--- src/hdl/pfd_pkg.sv ---
// Shared types and constants for the PWM frequency and duty register calculator.
package pfd_pkg;

   // Field widths of the request and result beats.
   localparam int FREQ_W     = 32;
   localparam int DUTY_W     = 17;
   localparam int STATUS_W   = 2;
   localparam int PRESCALE_W = 6;
   localparam int PERIOD_W   = 10;
   localparam int DCOUNT_W   = 11;

   // Duty is an unsigned 1.16 fraction; full scale means always high.
   localparam int DUTY_FRAC_BITS = 16;
   localparam logic [DUTY_W-1:0] DUTY_FULL = DUTY_W'(65536);

   // Reset value of the source clock register.
   localparam logic [FREQ_W-1:0] CLOCK_RESET_HZ = FREQ_W'(12800000);

   // Shared divider operand width and step counter width.
   localparam int DIV_W     = 32;
   localparam int DIV_CNT_W = $clog2(DIV_W);

   // Queue between the front and back ends.
   localparam int QUEUE_DEPTH = 2;
   localparam int QUEUE_PTR_W = (QUEUE_DEPTH > 1) ? $clog2(QUEUE_DEPTH) : 1;
   localparam int QUEUE_CNT_W = $clog2(QUEUE_DEPTH + 1);

   typedef logic [STATUS_W-1:0] status_type;

   // Result status codes.
   localparam status_type STATUS_OK             = 2'd0;
   localparam status_type STATUS_ZERO_FREQ      = 2'd1;
   localparam status_type STATUS_ABOVE_CLOCK    = 2'd2;
   localparam status_type STATUS_PRESCALE_RANGE = 2'd3;

   // One classified request as it waits in the queue.
   typedef struct packed {
      status_type         status;
      logic [FREQ_W-1:0]  frequency;
      logic [DUTY_W-1:0]  duty;
   } req_entry_type;

   // Divider command and answer.
   typedef struct packed {
      logic               start;
      logic [DIV_W-1:0]   dividend;
      logic [DIV_W-1:0]   divisor;
   } div_req_type;

   typedef struct packed {
      logic               busy;
      logic               done;
      logic [DIV_W-1:0]   quotient;
   } div_rsp_type;

endpackage

--- src/hdl/pfd_div.sv ---
// Iterative restoring divider, one quotient bit per cycle.
module pfd_div (
   input  logic                clock,
   input  logic                reset,
   input  pfd_pkg::div_req_type div_req,
   output pfd_pkg::div_rsp_type div_rsp
);
   import pfd_pkg::*;

   logic                 busy_ff, busy_in;
   logic                 done_ff, done_in;
   logic [DIV_CNT_W-1:0] count_ff, count_in;
   logic [DIV_W-1:0]     quot_ff, quot_in;
   logic [DIV_W-1:0]     rem_ff, rem_in;
   logic [DIV_W-1:0]     divisor_ff, divisor_in;
   logic [DIV_W:0]       rem_shift;
   logic [DIV_W+1:0]     diff;
   logic                 fits;

   // One restoring step: shift in the next dividend bit and try a subtract.
   always_comb begin
      rem_shift = {rem_ff, quot_ff[DIV_W-1]};
      diff      = {1'b0, rem_shift} - {2'b00, divisor_ff};
      fits      = ~diff[DIV_W+1];
   end

   // Step control and datapath next values.
   always_comb begin
      busy_in    = busy_ff;
      done_in    = 1'b0;
      count_in   = count_ff;
      quot_in    = quot_ff;
      rem_in     = rem_ff;
      divisor_in = divisor_ff;
      if (div_req.start && !busy_ff) begin
         busy_in    = 1'b1;
         count_in   = '0;
         quot_in    = div_req.dividend;
         rem_in     = '0;
         divisor_in = div_req.divisor;
      end else if (busy_ff) begin
         quot_in  = {quot_ff[DIV_W-2:0], fits};
         rem_in   = fits ? diff[DIV_W-1:0] : rem_shift[DIV_W-1:0];
         count_in = count_ff + DIV_CNT_W'(1);
         if (count_ff == DIV_CNT_W'(DIV_W - 1)) begin
            busy_in = 1'b0;
            done_in = 1'b1;
         end
      end
   end

   always_ff @(posedge clock) begin
      if (reset) begin
         busy_ff  <= 1'b0;
         done_ff  <= 1'b0;
         count_ff <= '0;
      end else begin
         busy_ff  <= busy_in;
         done_ff  <= done_in;
         count_ff <= count_in;
      end
      quot_ff    <= quot_in;
      rem_ff     <= rem_in;
      divisor_ff <= divisor_in;
   end

   assign div_rsp.busy     = busy_ff;
   assign div_rsp.done     = done_ff;
   assign div_rsp.quotient = quot_ff;

`ifndef SYNTHESIS
   // A finished quotient only follows a division that was running.
   assert property (@(posedge clock) disable iff (reset)
      done_ff |-> $past(busy_ff))
      else $error("divider signaled done without a running division");
`endif

endmodule

--- src/hdl/pfd_queue.sv ---
// Short queue of classified requests between the front and back ends.
module pfd_queue (
   input  logic                   clock,
   input  logic                   reset,
   input  logic                   push,
   input  pfd_pkg::req_entry_type push_entry,
   input  logic                   pop,
   output pfd_pkg::req_entry_type head_entry,
   output logic                   empty,
   output logic                   full
);
   import pfd_pkg::*;

   req_entry_type           entries_ff [QUEUE_DEPTH];
   logic [QUEUE_PTR_W-1:0]  wr_ptr_ff, wr_ptr_in;
   logic [QUEUE_PTR_W-1:0]  rd_ptr_ff, rd_ptr_in;
   logic [QUEUE_CNT_W-1:0]  count_ff, count_in;
   logic                    do_push;
   logic                    do_pop;

   assign empty   = (count_ff == '0);
   assign full    = (count_ff == QUEUE_CNT_W'(QUEUE_DEPTH));
   assign do_push = push && !full;
   assign do_pop  = pop && !empty;

   // Pointer and fill count update.
   always_comb begin
      wr_ptr_in = wr_ptr_ff;
      rd_ptr_in = rd_ptr_ff;
      count_in  = count_ff;
      if (do_push) begin
         wr_ptr_in = (wr_ptr_ff == QUEUE_PTR_W'(QUEUE_DEPTH - 1)) ? '0
                   : wr_ptr_ff + QUEUE_PTR_W'(1);
      end
      if (do_pop) begin
         rd_ptr_in = (rd_ptr_ff == QUEUE_PTR_W'(QUEUE_DEPTH - 1)) ? '0
                   : rd_ptr_ff + QUEUE_PTR_W'(1);
      end
      if (do_push && !do_pop) begin
         count_in = count_ff + QUEUE_CNT_W'(1);
      end else if (do_pop && !do_push) begin
         count_in = count_ff - QUEUE_CNT_W'(1);
      end
   end

   always_ff @(posedge clock) begin
      if (reset) begin
         wr_ptr_ff <= '0;
         rd_ptr_ff <= '0;
         count_ff  <= '0;
      end else begin
         wr_ptr_ff <= wr_ptr_in;
         rd_ptr_ff <= rd_ptr_in;
         count_ff  <= count_in;
      end
      if (do_push) begin
         entries_ff[wr_ptr_ff] <= push_entry;
      end
   end

   assign head_entry = entries_ff[rd_ptr_ff];

`ifndef SYNTHESIS
   // The fill count never passes the depth.
   assert property (@(posedge clock) disable iff (reset)
      count_ff <= QUEUE_CNT_W'(QUEUE_DEPTH))
      else $error("queue fill count above depth");

   // The back end never pops an empty queue.
   assert property (@(posedge clock) disable iff (reset)
      pop |-> !empty)
      else $error("pop from an empty queue");
`endif

endmodule

--- src/hdl/pfd_front.sv ---
// Front end: accepts requests, rejects bad frequencies and saturates the duty.
module pfd_front (
   input  logic                              start,
   output logic                              busy,
   input  logic [pfd_pkg::FREQ_W-1:0]        req_request_frequency,
   input  logic [pfd_pkg::DUTY_W-1:0]        req_request_duty,
   input  logic [pfd_pkg::FREQ_W-1:0]        clock_hz,
   input  logic                              queue_full,
   output logic                              push,
   output pfd_pkg::req_entry_type            push_entry
);
   import pfd_pkg::*;

   // A request is taken whenever the queue has room.
   assign busy = queue_full;
   assign push = start && !queue_full;

   // Classify the frequency and clip the duty to full scale.
   always_comb begin
      push_entry.frequency = req_request_frequency;
      push_entry.duty      = (req_request_duty > DUTY_FULL) ? DUTY_FULL : req_request_duty;
      if (req_request_frequency == '0) begin
         push_entry.status = STATUS_ZERO_FREQ;
      end else if (req_request_frequency > clock_hz) begin
         push_entry.status = STATUS_ABOVE_CLOCK;
      end else begin
         push_entry.status = STATUS_OK;
      end
   end

endmodule

--- src/hdl/pfd_back.sv ---
// Back end: runs the two divisions, prescaler step and duty multiply of each valid request.
module pfd_back #(
   parameter int PERIOD_LIMIT   = 1024,
   parameter int PRESCALE_LIMIT = 63
) (
   input  logic                              clock,
   input  logic                              reset,
   input  logic [pfd_pkg::FREQ_W-1:0]        clock_hz,
   input  pfd_pkg::req_entry_type            head_entry,
   input  logic                              queue_empty,
   output logic                              pop,
   output pfd_pkg::div_req_type              div_req,
   input  pfd_pkg::div_rsp_type              div_rsp,
   output logic                              rsp_strobe,
   output logic [pfd_pkg::STATUS_W-1:0]      rsp_status,
   output logic [pfd_pkg::PRESCALE_W-1:0]    rsp_prescale_value,
   output logic [pfd_pkg::PERIOD_W-1:0]      rsp_period_minus_one,
   output logic [pfd_pkg::DCOUNT_W-1:0]      rsp_duty_count
);
   import pfd_pkg::*;

   localparam int PER_W  = $clog2(PERIOD_LIMIT + 1);
   localparam int PROD_W = PER_W + DUTY_W;

   // The prescaler is (cycles - 1) over the period limit, done as a multiply by the
   // rounded-up reciprocal; for any 32-bit dividend the shifted product is exact.
   localparam int RECIP_SHIFT = DIV_W + $clog2(PERIOD_LIMIT);
   localparam logic [63:0] RECIP_FULL =
      ((64'd1 << RECIP_SHIFT) + 64'(PERIOD_LIMIT) - 64'd1) / 64'(PERIOD_LIMIT);
   localparam int RECIP_LO_W = 16;
   localparam int RECIP_HI_W = DIV_W + 1 - RECIP_LO_W;
   localparam int LO_PROD_W  = DIV_W + RECIP_LO_W;
   localparam int HI_PROD_W  = DIV_W + RECIP_HI_W;
   localparam int SUM_W      = HI_PROD_W + RECIP_LO_W;
   localparam logic [RECIP_LO_W-1:0] RECIP_LO = RECIP_FULL[RECIP_LO_W-1:0];
   localparam logic [RECIP_HI_W-1:0] RECIP_HI = RECIP_FULL[DIV_W:RECIP_LO_W];

   // Sequencer states.
   localparam logic [2:0] S_IDLE    = 3'd0;
   localparam logic [2:0] S_DIV_CYC = 3'd1;
   localparam logic [2:0] S_PRE_MUL = 3'd2;
   localparam logic [2:0] S_PRE_SUM = 3'd3;
   localparam logic [2:0] S_DIV_PER = 3'd4;
   localparam logic [2:0] S_MUL     = 3'd5;
   localparam logic [2:0] S_OUT     = 3'd6;

   logic [2:0]            state_ff, state_in;
   logic                  div_start_ff, div_start_in;
   logic [DIV_W-1:0]      div_dividend_ff, div_dividend_in;
   logic [DIV_W-1:0]      div_divisor_ff, div_divisor_in;
   logic [DUTY_W-1:0]     duty_ff, duty_in;
   logic [DIV_W-1:0]      cycles_ff, cycles_in;
   logic [DIV_W-1:0]      cycles_m1_ff, cycles_m1_in;
   logic [LO_PROD_W-1:0]  recip_lo_ff, recip_lo_in;
   logic [HI_PROD_W-1:0]  recip_hi_ff, recip_hi_in;
   logic [PRESCALE_W-1:0] prescale_ff, prescale_in;
   logic [PER_W-1:0]      period_ff, period_in;
   logic [PROD_W-1:0]     product_ff, product_in;
   logic                  rsp_strobe_ff, rsp_strobe_in;
   status_type            rsp_status_ff, rsp_status_in;
   logic [PRESCALE_W-1:0] rsp_prescale_ff, rsp_prescale_in;
   logic [PERIOD_W-1:0]   rsp_period_ff, rsp_period_in;
   logic [DCOUNT_W-1:0]   rsp_duty_ff, rsp_duty_in;
   logic [DIV_W-1:0]      period_m1_wide;
   logic [63:0]           duty_wide;
   logic [SUM_W-1:0]      recip_sum;
   logic [SUM_W-1:0]      recip_shifted;
   logic [DIV_W-1:0]      prescale_q;

   // Final field arithmetic on the stored period and product.
   always_comb begin
      period_m1_wide = DIV_W'(period_ff) - DIV_W'(1);
      duty_wide      = 64'(product_ff) >> DUTY_FRAC_BITS;
   end

   // Recombine the two reciprocal partial products into the prescaler.
   always_comb begin
      recip_sum     = {recip_hi_ff, {RECIP_LO_W{1'b0}}} + SUM_W'(recip_lo_ff);
      recip_shifted = recip_sum >> RECIP_SHIFT;
      prescale_q    = recip_shifted[DIV_W-1:0];
   end

   // Sequencer and datapath next values.
   always_comb begin
      state_in        = state_ff;
      div_start_in    = 1'b0;
      div_dividend_in = div_dividend_ff;
      div_divisor_in  = div_divisor_ff;
      duty_in         = duty_ff;
      cycles_in       = cycles_ff;
      cycles_m1_in    = cycles_m1_ff;
      recip_lo_in     = recip_lo_ff;
      recip_hi_in     = recip_hi_ff;
      prescale_in     = prescale_ff;
      period_in       = period_ff;
      product_in      = product_ff;
      rsp_strobe_in   = 1'b0;
      rsp_status_in   = rsp_status_ff;
      rsp_prescale_in = rsp_prescale_ff;
      rsp_period_in   = rsp_period_ff;
      rsp_duty_in     = rsp_duty_ff;
      pop             = 1'b0;
      case (state_ff)
         S_IDLE: begin
            if (!queue_empty) begin
               pop = 1'b1;
               if (head_entry.status != STATUS_OK) begin
                  // Rejected at the front: report the code with zero fields.
                  rsp_strobe_in   = 1'b1;
                  rsp_status_in   = head_entry.status;
                  rsp_prescale_in = '0;
                  rsp_period_in   = '0;
                  rsp_duty_in     = '0;
               end else begin
                  // Total cycle count is the source clock over the frequency.
                  duty_in         = head_entry.duty;
                  div_start_in    = 1'b1;
                  div_dividend_in = clock_hz;
                  div_divisor_in  = head_entry.frequency;
                  state_in        = S_DIV_CYC;
               end
            end
         end
         S_DIV_CYC: begin
            if (div_rsp.done) begin
               cycles_in    = div_rsp.quotient;
               cycles_m1_in = div_rsp.quotient - DIV_W'(1);
               state_in     = S_PRE_MUL;
            end
         end
         S_PRE_MUL: begin
            // Partial products of (cycles - 1) with the reciprocal halves.
            recip_lo_in = LO_PROD_W'(cycles_m1_ff) * LO_PROD_W'(RECIP_LO);
            recip_hi_in = HI_PROD_W'(cycles_m1_ff) * HI_PROD_W'(RECIP_HI);
            state_in    = S_PRE_SUM;
         end
         S_PRE_SUM: begin
            if (prescale_q > DIV_W'(PRESCALE_LIMIT)) begin
               rsp_strobe_in   = 1'b1;
               rsp_status_in   = STATUS_PRESCALE_RANGE;
               rsp_prescale_in = '0;
               rsp_period_in   = '0;
               rsp_duty_in     = '0;
               state_in        = S_IDLE;
            end else begin
               // Period is the cycle count over the chosen divider.
               prescale_in     = prescale_q[PRESCALE_W-1:0];
               div_start_in    = 1'b1;
               div_dividend_in = cycles_ff;
               div_divisor_in  = prescale_q + DIV_W'(1);
               state_in        = S_DIV_PER;
            end
         end
         S_DIV_PER: begin
            if (div_rsp.done) begin
               // Clamp the period to one through the period limit.
               if (div_rsp.quotient == '0) begin
                  period_in = PER_W'(1);
               end else if (div_rsp.quotient > DIV_W'(PERIOD_LIMIT)) begin
                  period_in = PER_W'(PERIOD_LIMIT);
               end else begin
                  period_in = div_rsp.quotient[PER_W-1:0];
               end
               state_in = S_MUL;
            end
         end
         S_MUL: begin
            product_in = PROD_W'(period_ff) * PROD_W'(duty_ff);
            state_in   = S_OUT;
         end
         S_OUT: begin
            rsp_strobe_in   = 1'b1;
            rsp_status_in   = STATUS_OK;
            rsp_prescale_in = prescale_ff;
            rsp_period_in   = period_m1_wide[PERIOD_W-1:0];
            rsp_duty_in     = duty_wide[DCOUNT_W-1:0];
            state_in        = S_IDLE;
         end
         default: begin
            state_in = S_IDLE;
         end
      endcase
   end

   always_ff @(posedge clock) begin
      if (reset) begin
         state_ff      <= S_IDLE;
         div_start_ff  <= 1'b0;
         rsp_strobe_ff <= 1'b0;
      end else begin
         state_ff      <= state_in;
         div_start_ff  <= div_start_in;
         rsp_strobe_ff <= rsp_strobe_in;
      end
      div_dividend_ff <= div_dividend_in;
      div_divisor_ff  <= div_divisor_in;
      duty_ff         <= duty_in;
      cycles_ff       <= cycles_in;
      cycles_m1_ff    <= cycles_m1_in;
      recip_lo_ff     <= recip_lo_in;
      recip_hi_ff     <= recip_hi_in;
      prescale_ff     <= prescale_in;
      period_ff       <= period_in;
      product_ff      <= product_in;
      rsp_status_ff   <= rsp_status_in;
      rsp_prescale_ff <= rsp_prescale_in;
      rsp_period_ff   <= rsp_period_in;
      rsp_duty_ff     <= rsp_duty_in;
   end

   assign div_req.start    = div_start_ff;
   assign div_req.dividend = div_dividend_ff;
   assign div_req.divisor  = div_divisor_ff;

   assign rsp_strobe           = rsp_strobe_ff;
   assign rsp_status           = rsp_status_ff;
   assign rsp_prescale_value   = rsp_prescale_ff;
   assign rsp_period_minus_one = rsp_period_ff;
   assign rsp_duty_count       = rsp_duty_ff;

`ifndef SYNTHESIS
   // A division is only launched while the divider is free.
   assert property (@(posedge clock) disable iff (reset)
      div_start_ff |-> !div_rsp.busy)
      else $error("division launched while the divider is busy");

   // A rejected request always carries zero register values.
   assert property (@(posedge clock) disable iff (reset)
      (rsp_strobe_ff && rsp_status_ff != STATUS_OK) |->
         (rsp_prescale_ff == '0 && rsp_period_ff == '0 && rsp_duty_ff == '0))
      else $error("error result with nonzero register values");
`endif

endmodule

--- src/hdl/pwm_frequency_duty_to_registers.sv ---
// Top level of the PWM frequency and duty to timer register calculator.
// A valid request runs two 32-step divisions on the one divider, a request whose prescaler
// is out of range only the first, and one that the front rejects none; the back end
// finishes each request before it takes the next; the front takes a beat while its two-entry
// queue has room, and results never stall.
// Reset is synchronous: it empties the queue, idles the back end and restores 12800000 Hz.
module pwm_frequency_duty_to_registers #(
   parameter int PERIOD_LIMIT   = 1024,
   parameter int PRESCALE_LIMIT = 63
) (
   input  logic                              clock,
   input  logic                              reset,
   input  logic                              start,
   output logic                              busy,
   input  logic [pfd_pkg::FREQ_W-1:0]        req_request_frequency,
   input  logic [pfd_pkg::DUTY_W-1:0]        req_request_duty,
   output logic                              rsp_strobe,
   output logic [pfd_pkg::STATUS_W-1:0]      rsp_status,
   output logic [pfd_pkg::PRESCALE_W-1:0]    rsp_prescale_value,
   output logic [pfd_pkg::PERIOD_W-1:0]      rsp_period_minus_one,
   output logic [pfd_pkg::DCOUNT_W-1:0]      rsp_duty_count,
   input  logic                              csr_valid,
   output logic                              csr_ready,
   input  logic [pfd_pkg::FREQ_W-1:0]        csr_source_clock_hz
);
   import pfd_pkg::*;

   logic [FREQ_W-1:0] clock_hz_ff, clock_hz_in;
   logic              queue_push;
   logic              queue_pop;
   logic              queue_empty;
   logic              queue_full;
   req_entry_type     push_entry;
   req_entry_type     head_entry;
   div_req_type       div_req;
   div_rsp_type       div_rsp;

   // Source clock register; a write beat is taken in any cycle.
   assign csr_ready   = 1'b1;
   assign clock_hz_in = (csr_valid && csr_ready) ? csr_source_clock_hz : clock_hz_ff;

   always_ff @(posedge clock) begin
      if (reset) begin
         clock_hz_ff <= CLOCK_RESET_HZ;
      end else begin
         clock_hz_ff <= clock_hz_in;
      end
   end

   pfd_front u_front (
      .start                 (start),
      .busy                  (busy),
      .req_request_frequency (req_request_frequency),
      .req_request_duty      (req_request_duty),
      .clock_hz              (clock_hz_ff),
      .queue_full            (queue_full),
      .push                  (queue_push),
      .push_entry            (push_entry)
   );

   pfd_queue u_queue (
      .clock      (clock),
      .reset      (reset),
      .push       (queue_push),
      .push_entry (push_entry),
      .pop        (queue_pop),
      .head_entry (head_entry),
      .empty      (queue_empty),
      .full       (queue_full)
   );

   pfd_div u_div (
      .clock   (clock),
      .reset   (reset),
      .div_req (div_req),
      .div_rsp (div_rsp)
   );

   pfd_back #(
      .PERIOD_LIMIT   (PERIOD_LIMIT),
      .PRESCALE_LIMIT (PRESCALE_LIMIT)
   ) u_back (
      .clock                (clock),
      .reset                (reset),
      .clock_hz             (clock_hz_ff),
      .head_entry           (head_entry),
      .queue_empty          (queue_empty),
      .pop                  (queue_pop),
      .div_req              (div_req),
      .div_rsp              (div_rsp),
      .rsp_strobe           (rsp_strobe),
      .rsp_status           (rsp_status),
      .rsp_prescale_value   (rsp_prescale_value),
      .rsp_period_minus_one (rsp_period_minus_one),
      .rsp_duty_count       (rsp_duty_count)
   );

endmodule

--- config.mk ---
export PLATFORM = sky130hd
export DESIGN_NAME = pwm_frequency_duty_to_registers
export DESIGN_NICKNAME = d
export VERILOG_FILES = /design/src/hdl/pfd_pkg.sv /design/src/hdl/pfd_div.sv /design/src/hdl/pfd_queue.sv /design/src/hdl/pfd_front.sv /design/src/hdl/pfd_back.sv /design/src/hdl/pwm_frequency_duty_to_registers.sv
export SDC_FILE = /design/constraint.sdc
export NUM_CORES = 1
export LEC_CHECK = 0
export BUFFER_PORTS_ARGS = -buffer_cell sky130_fd_sc_hd__buf_2
export CORE_ASPECT_RATIO = 0.8
export CORE_MARGIN = 1
export CORE_UTILIZATION = 56
export CTS_BUF_LIST = sky130_fd_sc_hd__clkbuf_16
export CTS_CLUSTER_SIZE = 16
export DETAILED_ROUTE_END_ITERATION = 8
export GPL_TIMING_DRIVEN = 0
export PLACE_DENSITY_LB_ADDON = 0.3
export SLEW_MARGIN = 20
export SYNTH_ARGS = -nofsm -noshare
export SYNTH_HDL_FRONTEND = slang
export SYNTH_SLANG_ARGS = --single-unit
--- constraint.sdc ---
create_clock -name clock -period 7.4 [get_ports clock]
set_clock_uncertainty 0.15 [all_clocks]
set_input_delay 0 -clock clock [delete_from_list [all_inputs] [get_ports clock]]
set_output_delay 0 -clock clock [all_outputs]
set_load 0.1 [all_outputs]
==> flow_metrics.py <==
metrics = {
    "run_status": {
        "status": "finished, final reports clean",
    },
    "setup_path": {
        "end_kind": "flip-flop",
        "timing.critical_path.slowest_stage_cell": "fa_1",
        "critPathBufInv": 5,
        "critical_path.most_common_cell": "fa_1",
        "cp_max_fo": 10,
        "crit_chain": "clkbuf_1 -> clkbuf_2 -> nand2_1 -> fa_1 -> fa_1 -> inv_1 -> fa_1 -> fa_1 -> inv_1 -> fa_1 -> inv_1 -> ha_1 -> nand3_1 -> a21oi_1 -> a22oi_1 -> a21oi_1 -> o41a_1 -> a41oi_1 -> a21oi_1 -> and4_1 -> nor3_1",
        "arrival_ns": 7.37,
        "path_class": "reg -> reg",
        "slowest_delay_ns": 0.55,
        "cp-start-kind": "flip-flop",
        "required_ns": 7.68,
        "path_delay_family": "adder cells",
    },
    "grt": {
        "grt_usage": 0.298,
        "grt_pass1_vias": 18800,
        "antenna_found_initial": 2,
        "grt_pass1_wl_mm": 106,
        "overflow": 0,
        "grt_max_degree": 52,
    },
    "yosys": {
        "synth_area_leaders": "edfxtp_1 (44%), fa_1 (10%), dfxtp_1 (6.3%)",
        "synth_top_area_frac": 0.444,
        "synth_largest_area_cell": "edfxtp_1",
        "avgSynthCellArea_sq_um": 11.6,
        "yosysWarnings": 0,
        "seq_area_frac_synth": 0.507,
        "netlist_area_sq_um": 25700,
        "synth_flop_cell": "edfxtp_1",
        "synth_edf_count": 380,
        "synth_cell_types": 75,
        "synth-seq-cells": 461,
        "syn-num-nets": 2560,
        "synthCells": 2213,
        "async_flop_share": 0,
    },
    "sta": {
        "setup_viol": 0,
        "min_period_ns": 7.09,
        "holdWs_ns": 0.0358,
        "max_freq_mhz": 141,
        "hold_viol": 0,
        "tightest_slew_ns": 1.10,
        "finalCritPeriodShare": 0.959,
        "rsz0062_at_grt": "false",
        "relSlewSlack": 0.268,
        "setup_slack_ns": 0.307,
        "drv_slew": 0,
    },
    "placed_design": {
        "gp_congestion": 0.942,
        "postPlaceCellArea_sq_um": 27300,
        "post-dp-hpwl_mm": 46.7,
        "dp_slack_ns": 0.0244,
        "port_buffers": 113,
    },
    "power_and_ir_drop": {
        "ir_worst_vdd_mv": 0.298,
        "internal-power_w": 0.00568,
        "p_clk_frac": 0.276,
        "power.switching_w": 0.00303,
        "seq_power_share": 0.437,
        "switching_share": 0.348,
        "finalPower_w": 0.00871,
        "powerDensity_nw_per_um2": 288,
        "combPwrFrac": 0.286,
        "p_leak_nw": 12.4,
    },
    "die": {
        "dieArea_sq_um": 46700,
        "die-width_microns": 241,
        "initial_core_util": 0.573,
        "rows": 69,
        "io_pins": 117,
        "fp.coreArea_sq_um": 44800,
        "die_y_microns": 194,
    },
    "route": {
        "avgViaCountPerCell": 5.80,
        "antenna_left": 0,
        "wirelength_mm": 67.8,
        "route.vias.total": 18400,
        "drc": 0,
        "wl_per_cell_microns": 21.3,
        "detail_route.iter0.violations": 1903,
        "firstDrtPassIters": 5,
    },
    "cells_and_area": {
        "layout.nets": 2884,
        "drive_above_1_share": 0.117,
        "design_area_sq_um": 30300,
        "postLayoutCoreUtil": 0.676,
        "area_growth_pct": 18.0,
        "nFillCells": 3131,
    },
    "cts": {
        "clk_pin_slew_worst_paths_ns": 0.06,
        "cts_buffers": 46,
        "clock-sinks": 461,
        "root_buffer": "clkbuf_16",
        "cts_tree": "yes",
        "ctsLongestPathBuffers": 3,
        "ctsHtreeMaxLevel": 2,
        "clk_latency_ns": 0.60,
    },
    "job": {
        "cap_violations": 0,
    },
    "min_path": {
        "hp-class": "in -> reg",
    },
}
-- cell usage after synthesis (all sizes together), types with 25 or more instances --
cell type	n
nor2b	29
dfxtp	81
mux2	48
a21oi	56
ha	129
mux2i	74
nor2	115
o21ai	100
edfxtp	380
clkbuf	82
inv	249
fa	133
xnor2	47
nor4	25
nand2	226
xor2	38
and2	114
nor3	26
nand3	42
-- cell type report --
| cell class | instances | area (sq um) | area share |
|---|---|---|---|
| Antenna cell | 1 | 2.50 | 0.0000826 |
| Timing Repair Buffer | 280 | 2260 | 0.0745 |
| Clock inverter | 35 | 304 | 0.0100 |
| Clock buffer | 50 | 1250 | 0.0413 |
| Inverter | 250 | 938 | 0.0310 |
| Multi-Input combinational cell | 1405 | 11400 | 0.375 |
| Tap cell | 603 | 754 | 0.0249 |
| Buffer | 93 | 385 | 0.0127 |
| Sequential cell | 461 | 13000 | 0.430 |
-- through the flow --
step | setup TNS [ns] | std cells
after floorplan | 0 | 2213
after global placement | -132.40 | 2929
after detailed placement | 0 | 2952
after CTS | 0 | 3173
after global routing | 0 | 3178
final | 0 | 3178
-- power by group through the flow --
stage,Clock (W),Combinational (W),Sequential [W]
CTS,0.00241,0.00245,0.00379
finish,0.00241,0.00250,0.00381
floorplan,0,0.00122,0.00424
global placement,0,0.00220,0.00389
detailed placement,0,0.00237,0.00384
global route,0.00252,0.00268,0.00385
-- cells by family (layout without fill, tap and decap cells) --
family                   count (synthesis)  count (layout)  share of synthesized area
buffers and inverters                  347             708                     0.0517
XOR/XNOR                                85              85                     0.0290
other                                    1               2                   0.000146
multiplexers                           122             122                     0.0499
adder cells (fa/ha/maj)                262             262                      0.166
flip-flops                             461             461                      0.507
AO/OA/AOI/OAI                          276             276                     0.0700
AND/OR/NAND/NOR                        659             659                      0.125
-- layer usage --
metal,share of wire,GRT usage
met5,0.00016,0
met4,0.037,0.111
met3,0.097,0.0671
met2,0.44,0.446
met1,0.42,0.425
-- cells in the final DEF (no fill, tap or decap), types with 16 or more instances in the layout --
cell type,n
dfxtp_1,81
a21oi_1,56
xor2_1,38
dlygate4sd3_1,137
nor4_1,25
edfxtp_1,380
ha_1,129
clkbuf_1,72
o21ai_0,94
a21o_1,17
mux2i_1,74
nand2_1,226
clkbuf_16,50
nand3_1,42
buf_4,24
fa_1,133
nand4_1,21
nor2b_1,29
inv_1,258
nor3_1,24
and2_1,114
buf_2,116
xnor2_1,47
and3_1,16
nor2_1,112
mux2_2,48
-- worst paths after layout --
kind | to | from | slack (ns) | depth (start not counted)
setup / recovery | u_back.product_ff[26] | u_back.period_ff[7] | 0.31 | 21
hold reg to reg | u_div.divisor_ff[2] | u_back.div_divisor_ff[2] | 0.27 | 0
hold / removal | u_queue.entries_ff[0][23] | req_request_frequency[6] | 0.04 | 2
setup reg to reg | u_back.product_ff[26] | u_back.period_ff[7] | 0.31 | 21
-- worst register-to-register path, cell delays in order, from the launching register on --
cell and delay, ns:
edfxtp_1 0.37, clkbuf_1 0.45, clkbuf_2 0.36, nand2_1 0.12, fa_1 0.47, fa_1 0.55, inv_1 0.05, fa_1 0.48
fa_1 0.55, inv_1 0.05, fa_1 0.53, inv_1 0.04, ha_1 0.36, nand3_1 0.11, a21oi_1 0.05, a22oi_1 0.52
a21oi_1 0.29, o41a_1 0.45, a41oi_1 0.35, a21oi_1 0.21, and4_1 0.25, nor3_1 0.17
-- what timing repair did --
item,in CTS,in global routing
pin swaps,0,0
hold endpoints to repair,155,0
setup endpoints to repair,1,6
setup buffers,0,7
hold buffers,137,0
gates resized for setup,1,12
-- sequential cells by signal, summed over array words and instances, names as in the netlist, 32 cells and up, named ones only --
name                    cells
u_queue.entries_ff        102
clock_hz_ff                32
u_back.cycles_ff           32
u_back.div_dividend_ff     32
u_back.div_divisor_ff      32
u_div.divisor_ff           32
u_div.quot_ff              32
u_div.rem_ff               32
No activity file was read; power rests on OpenSTA's default activity.
